[config.mk]
export PLATFORM = sky130hd
export DESIGN_NAME = http_header_field_line_parser_top
export DESIGN_NICKNAME = d
export VERILOG_FILES = /design/src/hhfp_pkg.sv /design/src/hhfp_queue.sv /design/src/hhfp_front.sv /design/src/hhfp_back.sv /design/src/http_header_field_line_parser_top.sv
export SDC_FILE = /design/constraint.sdc
export NUM_CORES = 1
export LEC_CHECK = 0
export ABC_AREA = 1
export BUFFER_PORTS_ARGS = -buffer_cell sky130_fd_sc_hd__buf_4
export CORE_UTILIZATION = 58
export CTS_BUF_LIST = sky130_fd_sc_hd__clkbuf_4 sky130_fd_sc_hd__clkbuf_8
export CTS_CLUSTER_DIAMETER = 200
export DETAILED_ROUTE_END_ITERATION = 12
export GPL_TIMING_DRIVEN = 0
export HOLD_SLACK_MARGIN = 0.02
export PLACE_DENSITY = 0.74
export REMOVE_ABC_BUFFERS = 1
export SYNTH_ARGS = -nofsm -noshare
export SYNTH_HDL_FRONTEND = slang
export SYNTH_SLANG_ARGS = --single-unit
[constraint.sdc]
create_clock -name i_clk -period 3.5 [get_ports i_clk]
set_input_delay 0.35 -clock i_clk [delete_from_list [all_inputs] [get_ports i_clk]]
set_output_delay 0.35 -clock i_clk [all_outputs]
set_load 0.1 [all_outputs]
[src/hhfp_pkg.sv]
// shared types, character codes and defaults for the header field line parser
package hhfp_pkg;

    localparam int unsigned DEFAULT_MAX_BLOCK_BYTES = 65536;
    localparam int unsigned DEFAULT_IN_DEPTH        = 4;
    localparam int unsigned DEFAULT_OUT_DEPTH       = 4;
    localparam int unsigned OFFSET_LIMIT            = 65536;
    localparam int unsigned OFF_W                   = 16;

    localparam logic [7:0] CHR_CR     = 8'h0d;
    localparam logic [7:0] CHR_LF     = 8'h0a;
    localparam logic [7:0] CHR_COLON  = 8'h3a;
    localparam logic [7:0] CHR_SP     = 8'h20;
    localparam logic [7:0] CHR_HTAB   = 8'h09;
    localparam logic [7:0] VCHAR_LO   = 8'h21;
    localparam logic [7:0] VCHAR_HI   = 8'h7e;
    localparam logic [7:0] OBS_TEXT_LO = 8'h80;

    typedef enum logic [2:0] {
        KIND_FIELD    = 3'd0,
        KIND_END      = 3'd1,
        KIND_BAD_NAME = 3'd2,
        KIND_MISMATCH = 3'd3,
        KIND_TOO_LONG = 3'd4
    } t_kind;

    typedef enum logic [2:0] {
        PH_LINE,
        PH_NAME,
        PH_VALUE,
        PH_VAL_CR,
        PH_VAL_LF,
        PH_END_CR,
        PH_DONE
    } t_phase;

    typedef struct packed {
        logic       start;
        logic       tchar;
        logic       blank;
        logic       vchar;
        logic       cr;
        logic       lf;
        logic       colon;
    } t_class;

    typedef struct packed {
        t_kind            kind;
        logic [OFF_W-1:0] name_offset;
        logic [OFF_W-1:0] name_length;
        logic [OFF_W-1:0] value_offset;
        logic [OFF_W-1:0] value_length;
        logic             folded;
        logic             last;
    } t_result;

endpackage

[src/hhfp_queue.sv]
// small register queue with two write ports and one read port
module hhfp_queue #(
    parameter int unsigned W     = 8,
    parameter int unsigned DEPTH = 4
) (
    input  logic                       i_clk,
    input  logic                       i_rst_n,
    input  logic                       i_wr0,
    input  logic [W-1:0]               i_wd0,
    input  logic                       i_wr1,
    input  logic [W-1:0]               i_wd1,
    input  logic                       i_rd,
    output logic [W-1:0]               o_rd_data,
    output logic [$clog2(DEPTH+1)-1:0] o_count,
    output logic                       o_empty
);
    localparam int unsigned AW = $clog2(DEPTH);
    localparam int unsigned CW = $clog2(DEPTH + 1);

    logic [W-1:0]  r_mem [DEPTH];
    logic [AW-1:0] r_wr_ptr, n_wr_ptr;
    logic [AW-1:0] r_rd_ptr, n_rd_ptr;
    logic [CW-1:0] r_count, n_count;
    logic [AW-1:0] wr_ptr1;

    function automatic logic [AW-1:0] wrap_inc(input logic [AW-1:0] p);
        return (p == AW'(DEPTH - 1)) ? '0 : p + AW'(1);
    endfunction

    always_comb begin
        wr_ptr1  = wrap_inc(r_wr_ptr);
        n_wr_ptr = r_wr_ptr;
        if (i_wr0 && i_wr1) begin
            n_wr_ptr = wrap_inc(wr_ptr1);
        end else if (i_wr0) begin
            n_wr_ptr = wr_ptr1;
        end
        n_rd_ptr = i_rd ? wrap_inc(r_rd_ptr) : r_rd_ptr;
        n_count  = r_count + CW'(i_wr0) + CW'(i_wr0 & i_wr1) - CW'(i_rd);
    end

    always_ff @(posedge i_clk) begin
        if (!i_rst_n) begin
            r_wr_ptr <= '0;
            r_rd_ptr <= '0;
            r_count  <= '0;
        end else begin
            r_wr_ptr <= n_wr_ptr;
            r_rd_ptr <= n_rd_ptr;
            r_count  <= n_count;
        end
    end

    always_ff @(posedge i_clk) begin
        if (i_wr0) begin
            r_mem[r_wr_ptr] <= i_wd0;
        end
        if (i_wr0 && i_wr1) begin
            r_mem[wr_ptr1] <= i_wd1;
        end
    end

    assign o_rd_data = r_mem[r_rd_ptr];
    assign o_count   = r_count;
    assign o_empty   = (r_count == '0);

endmodule

[src/hhfp_front.sv]
// byte classifier feeding the input queue
module hhfp_front (
    input  logic            i_push,
    input  logic            i_full,
    input  logic [7:0]      i_data_byte,
    input  logic            i_block_start,
    output logic            o_wr,
    output hhfp_pkg::t_class o_entry
);
    import hhfp_pkg::*;

    logic [7:0] c;

    always_comb begin
        c                 = i_data_byte;
        o_wr              = i_push && !i_full;
        o_entry.start     = i_block_start;
        o_entry.tchar     = c inside {[8'h30:8'h39], [8'h61:8'h7a], [8'h41:8'h5a],
                                      8'h21, 8'h23, 8'h24, 8'h25, 8'h26, 8'h27,
                                      8'h2a, 8'h2b, 8'h2d, 8'h2e, 8'h5e, 8'h5f,
                                      8'h60, 8'h7c, 8'h7e};
        o_entry.blank     = (c == CHR_SP) || (c == CHR_HTAB);
        o_entry.vchar     = (c inside {[VCHAR_LO:VCHAR_HI]}) || (c >= OBS_TEXT_LO);
        o_entry.cr        = (c == CHR_CR);
        o_entry.lf        = (c == CHR_LF);
        o_entry.colon     = (c == CHR_COLON);
    end

endmodule

[src/hhfp_back.sv]
// line parser state machine producing field and error words
module hhfp_back #(
    parameter int unsigned MAX_BLOCK_BYTES = hhfp_pkg::DEFAULT_MAX_BLOCK_BYTES
) (
    input  logic              i_clk,
    input  logic              i_rst_n,
    input  logic              i_avail,
    input  logic              i_space,
    input  hhfp_pkg::t_class  i_entry,
    output logic              o_pop,
    output logic              o_wr0,
    output hhfp_pkg::t_result o_wd0,
    output logic              o_wr1,
    output hhfp_pkg::t_result o_wd1
);
    import hhfp_pkg::*;

    localparam int unsigned BYTE_LIMIT = (MAX_BLOCK_BYTES < OFFSET_LIMIT) ?
                                         MAX_BLOCK_BYTES : OFFSET_LIMIT;
    localparam int unsigned POS_W = $clog2(BYTE_LIMIT + 1);

    t_phase           r_phase, n_phase, s_phase, ph;
    logic [POS_W-1:0] r_pos, n_pos, s_pos;
    logic [POS_W-1:0] r_nb, n_nb, s_nb;
    logic [POS_W-1:0] r_ne, n_ne, s_ne;
    logic [POS_W-1:0] r_vb, n_vb, s_vb;
    logic [POS_W-1:0] r_ve, n_ve, s_ve;
    logic             r_vseen, n_vseen, s_vseen;
    logic             r_fold, n_fold, s_fold;
    logic             r_halted, n_halted, s_halted;
    logic             f_valid, e_valid, err, stop;
    t_kind            e_kind;
    logic [POS_W-1:0] e_off;
    t_result          f_rec, e_rec;

    assign o_pop = i_avail && i_space;

    always_comb begin
        if (i_entry.start) begin
            s_phase  = PH_LINE;
            s_pos    = '0;
            s_nb     = '0;
            s_ne     = '0;
            s_vb     = '0;
            s_ve     = '0;
            s_vseen  = 1'b0;
            s_fold   = 1'b0;
            s_halted = 1'b0;
        end else begin
            s_phase  = r_phase;
            s_pos    = r_pos;
            s_nb     = r_nb;
            s_ne     = r_ne;
            s_vb     = r_vb;
            s_ve     = r_ve;
            s_vseen  = r_vseen;
            s_fold   = r_fold;
            s_halted = r_halted;
        end

        n_phase  = r_phase;
        n_pos    = r_pos;
        n_nb     = r_nb;
        n_ne     = r_ne;
        n_vb     = r_vb;
        n_ve     = r_ve;
        n_vseen  = r_vseen;
        n_fold   = r_fold;
        n_halted = r_halted;
        f_valid  = 1'b0;
        e_valid  = 1'b0;
        e_kind   = KIND_FIELD;
        e_off    = '0;
        err      = 1'b0;
        stop     = 1'b0;
        ph       = s_phase;

        if (o_pop) begin
            n_phase  = s_phase;
            n_pos    = s_pos;
            n_nb     = s_nb;
            n_ne     = s_ne;
            n_vb     = s_vb;
            n_ve     = s_ve;
            n_vseen  = s_vseen;
            n_fold   = s_fold;
            n_halted = s_halted;
            if (!(s_halted || s_phase == PH_DONE)) begin
                if (s_pos >= POS_W'(BYTE_LIMIT)) begin
                    e_valid  = 1'b1;
                    e_kind   = KIND_TOO_LONG;
                    n_halted = 1'b1;
                end else begin
                    if (ph == PH_VAL_LF) begin
                        if (i_entry.blank) begin
                            n_fold  = 1'b1;
                            n_phase = PH_VALUE;
                            stop    = 1'b1;
                        end else begin
                            f_valid = 1'b1;
                            ph      = PH_LINE;
                            n_phase = PH_LINE;
                        end
                    end
                    if (!stop) begin
                        case (ph)
                            PH_LINE: begin
                                if (i_entry.cr) begin
                                    n_phase = PH_END_CR;
                                end else if (i_entry.tchar) begin
                                    n_nb    = s_pos;
                                    n_phase = PH_NAME;
                                end else begin
                                    err    = 1'b1;
                                    e_kind = KIND_BAD_NAME;
                                end
                            end
                            PH_NAME: begin
                                if (i_entry.colon) begin
                                    n_ne    = s_pos;
                                    n_vseen = 1'b0;
                                    n_fold  = 1'b0;
                                    n_vb    = '0;
                                    n_ve    = '0;
                                    n_phase = PH_VALUE;
                                end else if (!i_entry.tchar) begin
                                    err    = 1'b1;
                                    e_kind = KIND_MISMATCH;
                                end
                            end
                            PH_VALUE: begin
                                if (i_entry.blank) begin
                                    n_phase = PH_VALUE;
                                end else if (i_entry.cr) begin
                                    if (!s_vseen) begin
                                        n_vb = s_pos;
                                    end
                                    n_phase = PH_VAL_CR;
                                end else if (i_entry.vchar) begin
                                    if (!s_vseen) begin
                                        n_vb    = s_pos;
                                        n_vseen = 1'b1;
                                    end
                                    n_ve = s_pos + POS_W'(1);
                                end else begin
                                    err    = 1'b1;
                                    e_kind = KIND_MISMATCH;
                                end
                            end
                            PH_VAL_CR: begin
                                if (i_entry.lf) begin
                                    n_phase = PH_VAL_LF;
                                end else begin
                                    err    = 1'b1;
                                    e_kind = KIND_MISMATCH;
                                end
                            end
                            PH_END_CR: begin
                                if (i_entry.lf) begin
                                    e_valid = 1'b1;
                                    e_kind  = KIND_END;
                                    n_phase = PH_DONE;
                                end else begin
                                    err    = 1'b1;
                                    e_kind = KIND_MISMATCH;
                                end
                            end
                            default: begin
                                n_phase = ph;
                            end
                        endcase
                    end
                    if (err) begin
                        e_valid  = 1'b1;
                        e_off    = s_pos;
                        n_halted = 1'b1;
                    end else begin
                        n_pos = s_pos + POS_W'(1);
                    end
                end
            end
        end

        f_rec.kind         = KIND_FIELD;
        f_rec.name_offset  = OFF_W'(s_nb);
        f_rec.name_length  = OFF_W'(s_ne - s_nb);
        f_rec.value_offset = OFF_W'(s_vb);
        f_rec.value_length = s_vseen ? OFF_W'(s_ve - s_vb) : '0;
        f_rec.folded       = s_fold;
        f_rec.last         = !e_valid;

        e_rec.kind         = e_kind;
        e_rec.name_offset  = OFF_W'(e_off);
        e_rec.name_length  = '0;
        e_rec.value_offset = '0;
        e_rec.value_length = '0;
        e_rec.folded       = 1'b0;
        e_rec.last         = 1'b1;

        o_wr0 = f_valid || e_valid;
        o_wd0 = f_valid ? f_rec : e_rec;
        o_wr1 = f_valid && e_valid;
        o_wd1 = e_rec;
    end

    always_ff @(posedge i_clk) begin
        if (!i_rst_n) begin
            r_phase  <= PH_LINE;
            r_pos    <= '0;
            r_nb     <= '0;
            r_ne     <= '0;
            r_vb     <= '0;
            r_ve     <= '0;
            r_vseen  <= 1'b0;
            r_fold   <= 1'b0;
            r_halted <= 1'b0;
        end else begin
            r_phase  <= n_phase;
            r_pos    <= n_pos;
            r_nb     <= n_nb;
            r_ne     <= n_ne;
            r_vb     <= n_vb;
            r_ve     <= n_ve;
            r_vseen  <= n_vseen;
            r_fold   <= n_fold;
            r_halted <= n_halted;
        end
    end

`ifndef ASSERT_OFF
    a_pos_limit: assert property (@(posedge i_clk) disable iff (!i_rst_n)
        r_pos <= POS_W'(BYTE_LIMIT))
        else $error("position beyond block limit");

    a_halted_quiet: assert property (@(posedge i_clk) disable iff (!i_rst_n)
        (o_pop && r_halted && !i_entry.start) |-> !o_wr0)
        else $error("word produced while halted");

    a_pair_order: assert property (@(posedge i_clk) disable iff (!i_rst_n)
        o_wr1 |-> (o_wd0.kind == KIND_FIELD) && !o_wd0.last && o_wd1.last)
        else $error("bad ordering of a word pair");

    a_done_holds: assert property (@(posedge i_clk) disable iff (!i_rst_n)
        (r_phase == PH_DONE && !(o_pop && i_entry.start)) |=> r_phase == PH_DONE)
        else $error("left end of fields without block start");
`endif

endmodule

[src/http_header_field_line_parser_top.sv]
// top level of the header field line parser: classifier, queues and line parser
//
//  channel  | handshake          | words
//  ---------+--------------------+-------------------------------------------
//  input    | push / full        | i_data_byte, i_block_start
//  result   | empty / pop        | o_kind, offsets, lengths, o_folded, o_last
//
// one byte a cycle sustained; the line parser handles one byte per cycle if results drain
// a byte leaves the input queue once the result queue has room for two words
// a word is written to the result queue as the byte that caused it is taken
// reset: synchronous, clears queues and parser state
// a stalled result side fills the result queue, then the input queue, then full rises
module http_header_field_line_parser_top #(
    parameter int unsigned MAX_BLOCK_BYTES = hhfp_pkg::DEFAULT_MAX_BLOCK_BYTES,
    parameter int unsigned IN_DEPTH        = hhfp_pkg::DEFAULT_IN_DEPTH,
    parameter int unsigned OUT_DEPTH       = hhfp_pkg::DEFAULT_OUT_DEPTH
) (
    input  logic                       i_clk,
    input  logic                       i_rst_n,
    input  logic                       push,
    output logic                       full,
    input  logic [7:0]                 i_data_byte,
    input  logic                       i_block_start,
    output logic                       empty,
    input  logic                       pop,
    output logic [2:0]                 o_kind,
    output logic [hhfp_pkg::OFF_W-1:0] o_name_offset,
    output logic [hhfp_pkg::OFF_W-1:0] o_name_length,
    output logic [hhfp_pkg::OFF_W-1:0] o_value_offset,
    output logic [hhfp_pkg::OFF_W-1:0] o_value_length,
    output logic                       o_folded,
    output logic                       o_last
);
    import hhfp_pkg::*;

    localparam int unsigned CLS_W = $bits(t_class);
    localparam int unsigned RES_W = $bits(t_result);
    localparam int unsigned ICW   = $clog2(IN_DEPTH + 1);
    localparam int unsigned OCW   = $clog2(OUT_DEPTH + 1);

    logic             in_wr;
    t_class           in_entry;
    logic [CLS_W-1:0] in_head;
    logic [ICW-1:0]   in_count;
    logic             in_empty;
    logic             back_pop;
    logic             wr0, wr1;
    t_result          wd0, wd1, res;
    logic [RES_W-1:0] out_head;
    logic [OCW-1:0]   out_count;
    logic             out_rd;

    hhfp_front u_front (
        .i_push        (push),
        .i_full        (full),
        .i_data_byte   (i_data_byte),
        .i_block_start (i_block_start),
        .o_wr          (in_wr),
        .o_entry       (in_entry)
    );

    hhfp_queue #(
        .W     (CLS_W),
        .DEPTH (IN_DEPTH)
    ) u_in_queue (
        .i_clk     (i_clk),
        .i_rst_n   (i_rst_n),
        .i_wr0     (in_wr),
        .i_wd0     (in_entry),
        .i_wr1     (1'b0),
        .i_wd1     ('0),
        .i_rd      (back_pop),
        .o_rd_data (in_head),
        .o_count   (in_count),
        .o_empty   (in_empty)
    );

    hhfp_back #(
        .MAX_BLOCK_BYTES (MAX_BLOCK_BYTES)
    ) u_back (
        .i_clk   (i_clk),
        .i_rst_n (i_rst_n),
        .i_avail (!in_empty),
        .i_space (out_count <= OCW'(OUT_DEPTH - 2)),
        .i_entry (t_class'(in_head)),
        .o_pop   (back_pop),
        .o_wr0   (wr0),
        .o_wd0   (wd0),
        .o_wr1   (wr1),
        .o_wd1   (wd1)
    );

    hhfp_queue #(
        .W     (RES_W),
        .DEPTH (OUT_DEPTH)
    ) u_out_queue (
        .i_clk     (i_clk),
        .i_rst_n   (i_rst_n),
        .i_wr0     (wr0),
        .i_wd0     (wd0),
        .i_wr1     (wr1),
        .i_wd1     (wd1),
        .i_rd      (out_rd),
        .o_rd_data (out_head),
        .o_count   (out_count),
        .o_empty   (empty)
    );

    assign full           = (in_count == ICW'(IN_DEPTH));
    assign out_rd         = pop && !empty;
    assign res            = t_result'(out_head);
    assign o_kind         = res.kind;
    assign o_name_offset  = res.name_offset;
    assign o_name_length  = res.name_length;
    assign o_value_offset = res.value_offset;
    assign o_value_length = res.value_length;
    assign o_folded       = res.folded;
    assign o_last         = res.last;

endmodule
==> results.cfg <==
[power]
total_power_mw = 23.2
ir_drop_mv = 1.11
p_leak_nw = 11.1
power_density_nw_per_um2 = 916

[cts]
insertion_delay_ns = 0.66
clockBufferDepth = 3
root_buffer = clkbuf_8
htreeDepth = 3
cts_buffers = 71
cts.clk_slew.worst_paths_ns = 0.06
cts_sinks = 409
cts_tree = yes

[job]
maxCapViolCount = 0

[logic_synthesis]
syn_area_per_cell_um2 = 7.03
netlist_top_cells_area = dfxtp_1 28%, nand2_1 16%, edfxtp_1 14%, nand3_1 6.7%, o21ai_0 6.1%
yosys-top-cells-count = 947 x nand2_1, 305 x dfxtp_1, 293 x nand3_1, 281 x nor2_1, 266 x o21ai_0
synth_most_common_cell = nand2_1
synth_edf_count = 104
synth-main-ff-cell = dfxtp_1
ys_seq_area_share_pct = 42.4
yosysTopAreaCell = dfxtp_1
synth_seq_cells = 409
synthDistinctLibCells = 51
syn-cell-area_um2 = 21800
yosysWarnings = 0
synth_top_cell_area_share_pct = 28.1
synthArstFlopShare_pct = 0
synth_cells = 3096

[route]
first_pass_iters = 7
drt-total-wl_um = 77500
ant_nets = 0
drtIter0Drc = 2931
detail_route.vias_per_cell = 6.18
dr_total_vias = 22845
routedWlPerCell_um = 21.0
drc_errors = 0

[final_layout]
fin_nets = 3240
design_area_um2 = 25300
diodes = 0
syn_to_final_growth_pct = 16.4
fillerInstances = 3117
layoutNonFillerInstCount = 3694
drive_above_1_share_pct = 12.6

[place]
place.gp.congestion = 0.976
dpl.cell_count = 3459
dp_hpwl_um = 41900
io_buffers = 83
place_area_um2 = 22300
dp_slack_ns = -5.02

[floorplan]
die_w_um = 196
initial_utilization_pct = 59.1
die_y_um = 196
rows = 70
ios = 84
core_region_area_um2 = 36800
die_area_um2 = 38300

[worst_setup_path]
critPathSlowestCell = dfxtp_4
r2r_end = u_out_queue.r_mem[3][56]
cp_num_buf_inv = 3
regToRegSetupSlack_ns = 0.11
crit_chain = inv_2, buf_12, o21ai_0, o22ai_1, buf_4
cp_max_fo = 70
path_class = flip-flop to output port
cp.required_ns = 3.15
reg2regPathDepth = 15
max_stage_delay_ns = 0.92
r2r-start = u_out_queue.o_count[0]
crit_arrival_ns = 3.10
crit_path_end_kind = output port
cp-start-kind = flip-flop
cp_top_family = buffers and inverters

[grt]
grt_overflow_total = 0
grt_usage_pct = 39.4
grtUsageMet3_pct = 9.18
grt_pass1_wl_um = 117000
grt_pass1_vias = 20871
grtUsageMet1_pct = 50.0
antenna_found_initial = 0
grt_max_degree = 79
gr-usage-met2_pct = 62.2
busiest_layer = met2

[sta]
fin_crit_ns = 3.45
timing.fmax_mhz = 290
tightestPinTransition_ns = 1.49
drv_slew = 0
finalHoldViolCount = 0
worst_clock_skew_ns = 0.0418
fin_setup_tns_ns = 0
setup_violations = 0
finalWorstSetupSlack_ns = 0.0509
fin_crit_sh_pct = 98.5
slew_headroom_pct = 0.546

[worst_hold_path]
holdPathEnd = u_out_queue.r_rd_ptr[1]
hold_depth = 4
min-delay-start = pop
hold_class = input pin to flip-flop

[run_status]
outcome = complete, no violations
repair_timing:
action | in CTS | in global routing
endpoints found under the setup margin | 443 | 202
hold buffers | 1 | 0
gates resized for setup | 89 | 27
buffers inserted | 71 | 5
hold endpoints to repair | 4 | 0
cloned | 29 | 1
pin swaps | 29 | 5
area by class of cell:
cell class	instances	area, um^2	share of cell area, %
multi-input cells	2334	11600	45.7
flip-flops and latches	409	9240	36.5
repair buffers	173	1660	6.55
clock buffers	108	1360	5.38
inverters	182	743	2.93
well taps	468	586	2.31
clock inverters	18	136	0.539
repair inverters	2	15.0	0.0593
worst max path at each step:
stage | startpoint | to | slack (ns) | depth (start not counted)
global placement | u_out_queue.o_count[1] | u_out_queue.r_mem[0][59] | -8.54 | 11
finish | flip-flop | o_kind[0] | 0.05 | 5
floorplan | u_out_queue.o_count[1] | u_out_queue.r_mem[0][50] | -3.58 | 11
CTS | flip-flop | u_back.r_ne[15] | 0.02 | 14
detailed placement | flip-flop | u_out_queue.r_mem[1][63] | -5.02 | 13
global route | flip-flop | u_out_queue.r_mem[0][47] | -0.0002 | 20
tightest hold or removal path: stages:
cell,delay (ns)
buf_4,0.08
o21ai_0,0.09
o21ai_0,0.15
nor2_1,0.06
power by group:
part | switching (mW) | total (mW) | internal (mW)
logic | 9.29 | 12.6 | 3.29
registers | 0.499 | 5.95 | 5.45
clock network | 2.03 | 4.65 | 2.62
total | 11.8 | 23.2 | 11.4
metal layers:
metal	vias up	wire length (um)
met2	1390	34400
met4	0	4760
met3	341	8740
li1	10524	-
met5	-	0
met1	10590	29700
cells by family after synthesis:
| group | Yosys count | share of synthesized area, % |
|---|---|---|
| AO/OA/AOI/OAI | 645 | 15.9 |
| XOR/XNOR | 21 | 0.845 |
| adder cells (fa/ha/maj) | 54 | 3.28 |
| buffers and inverters | 377 | 7.28 |
| flip-flops | 409 | 42.4 |
| AND/OR/NAND/NOR | 1590 | 30.3 |
per-stage QoR:
| step | utilization [%] | hold WS (ns) |
|---|---|---|
| after global routing | 68.8 | 0.185 |
| final | 68.8 | 0.156 |
| after CTS | 68.3 | 0.142 |
| after detailed placement | 60.5 | 0.448 |
| after floorplan | - | 0.424 |
| after global placement | 60.0 | 0.439 |
placed cells by master, fill, tap and decap left out, types with 8 or more instances in the layout:
| master | count |
|---|---|
| o21ai_0 | 264 |
| buf_4 | 150 |
| nand2_1 | 935 |
| nor2_2 | 16 |
| dfxtp_1 | 301 |
| nand4_1 | 17 |
| o22ai_1 | 74 |
| ha_1 | 49 |
| clkbuf_4 | 20 |
| a31oi_1 | 25 |
| nand3_1 | 289 |
| a21oi_1 | 235 |
| inv_1 | 162 |
| xor2_1 | 14 |
| clkinv_1 | 11 |
| nor2_4 | 22 |
| clkbuf_8 | 88 |
| buf_12 | 10 |
| nand2_8 | 15 |
| nor3_1 | 15 |
| nor2_1 | 269 |
| nand2_4 | 8 |
| edfxtp_1 | 104 |
| o211ai_1 | 10 |
flip-flops by register name, summed over array words and instances, names as in the netlist, named ones only:
name,count
u_out_queue.r_mem,276
u_in_queue.r_mem,28
u_back.r_pos,17
u_back.r_nb,16
u_back.r_ne,16
u_back.r_vb,16
u_back.r_ve,16
u_back.r_phase,3
u_in_queue.o_count,3
u_out_queue.o_count,3
u_in_queue.r_rd_ptr,2
u_in_queue.r_wr_ptr,2
u_out_queue.r_rd_ptr,2
u_out_queue.r_wr_ptr,2
u_back.r_fold,1
u_back.r_halted,1
u_back.r_vseen,1
Note: power is estimated with default switching activity, not from simulation.
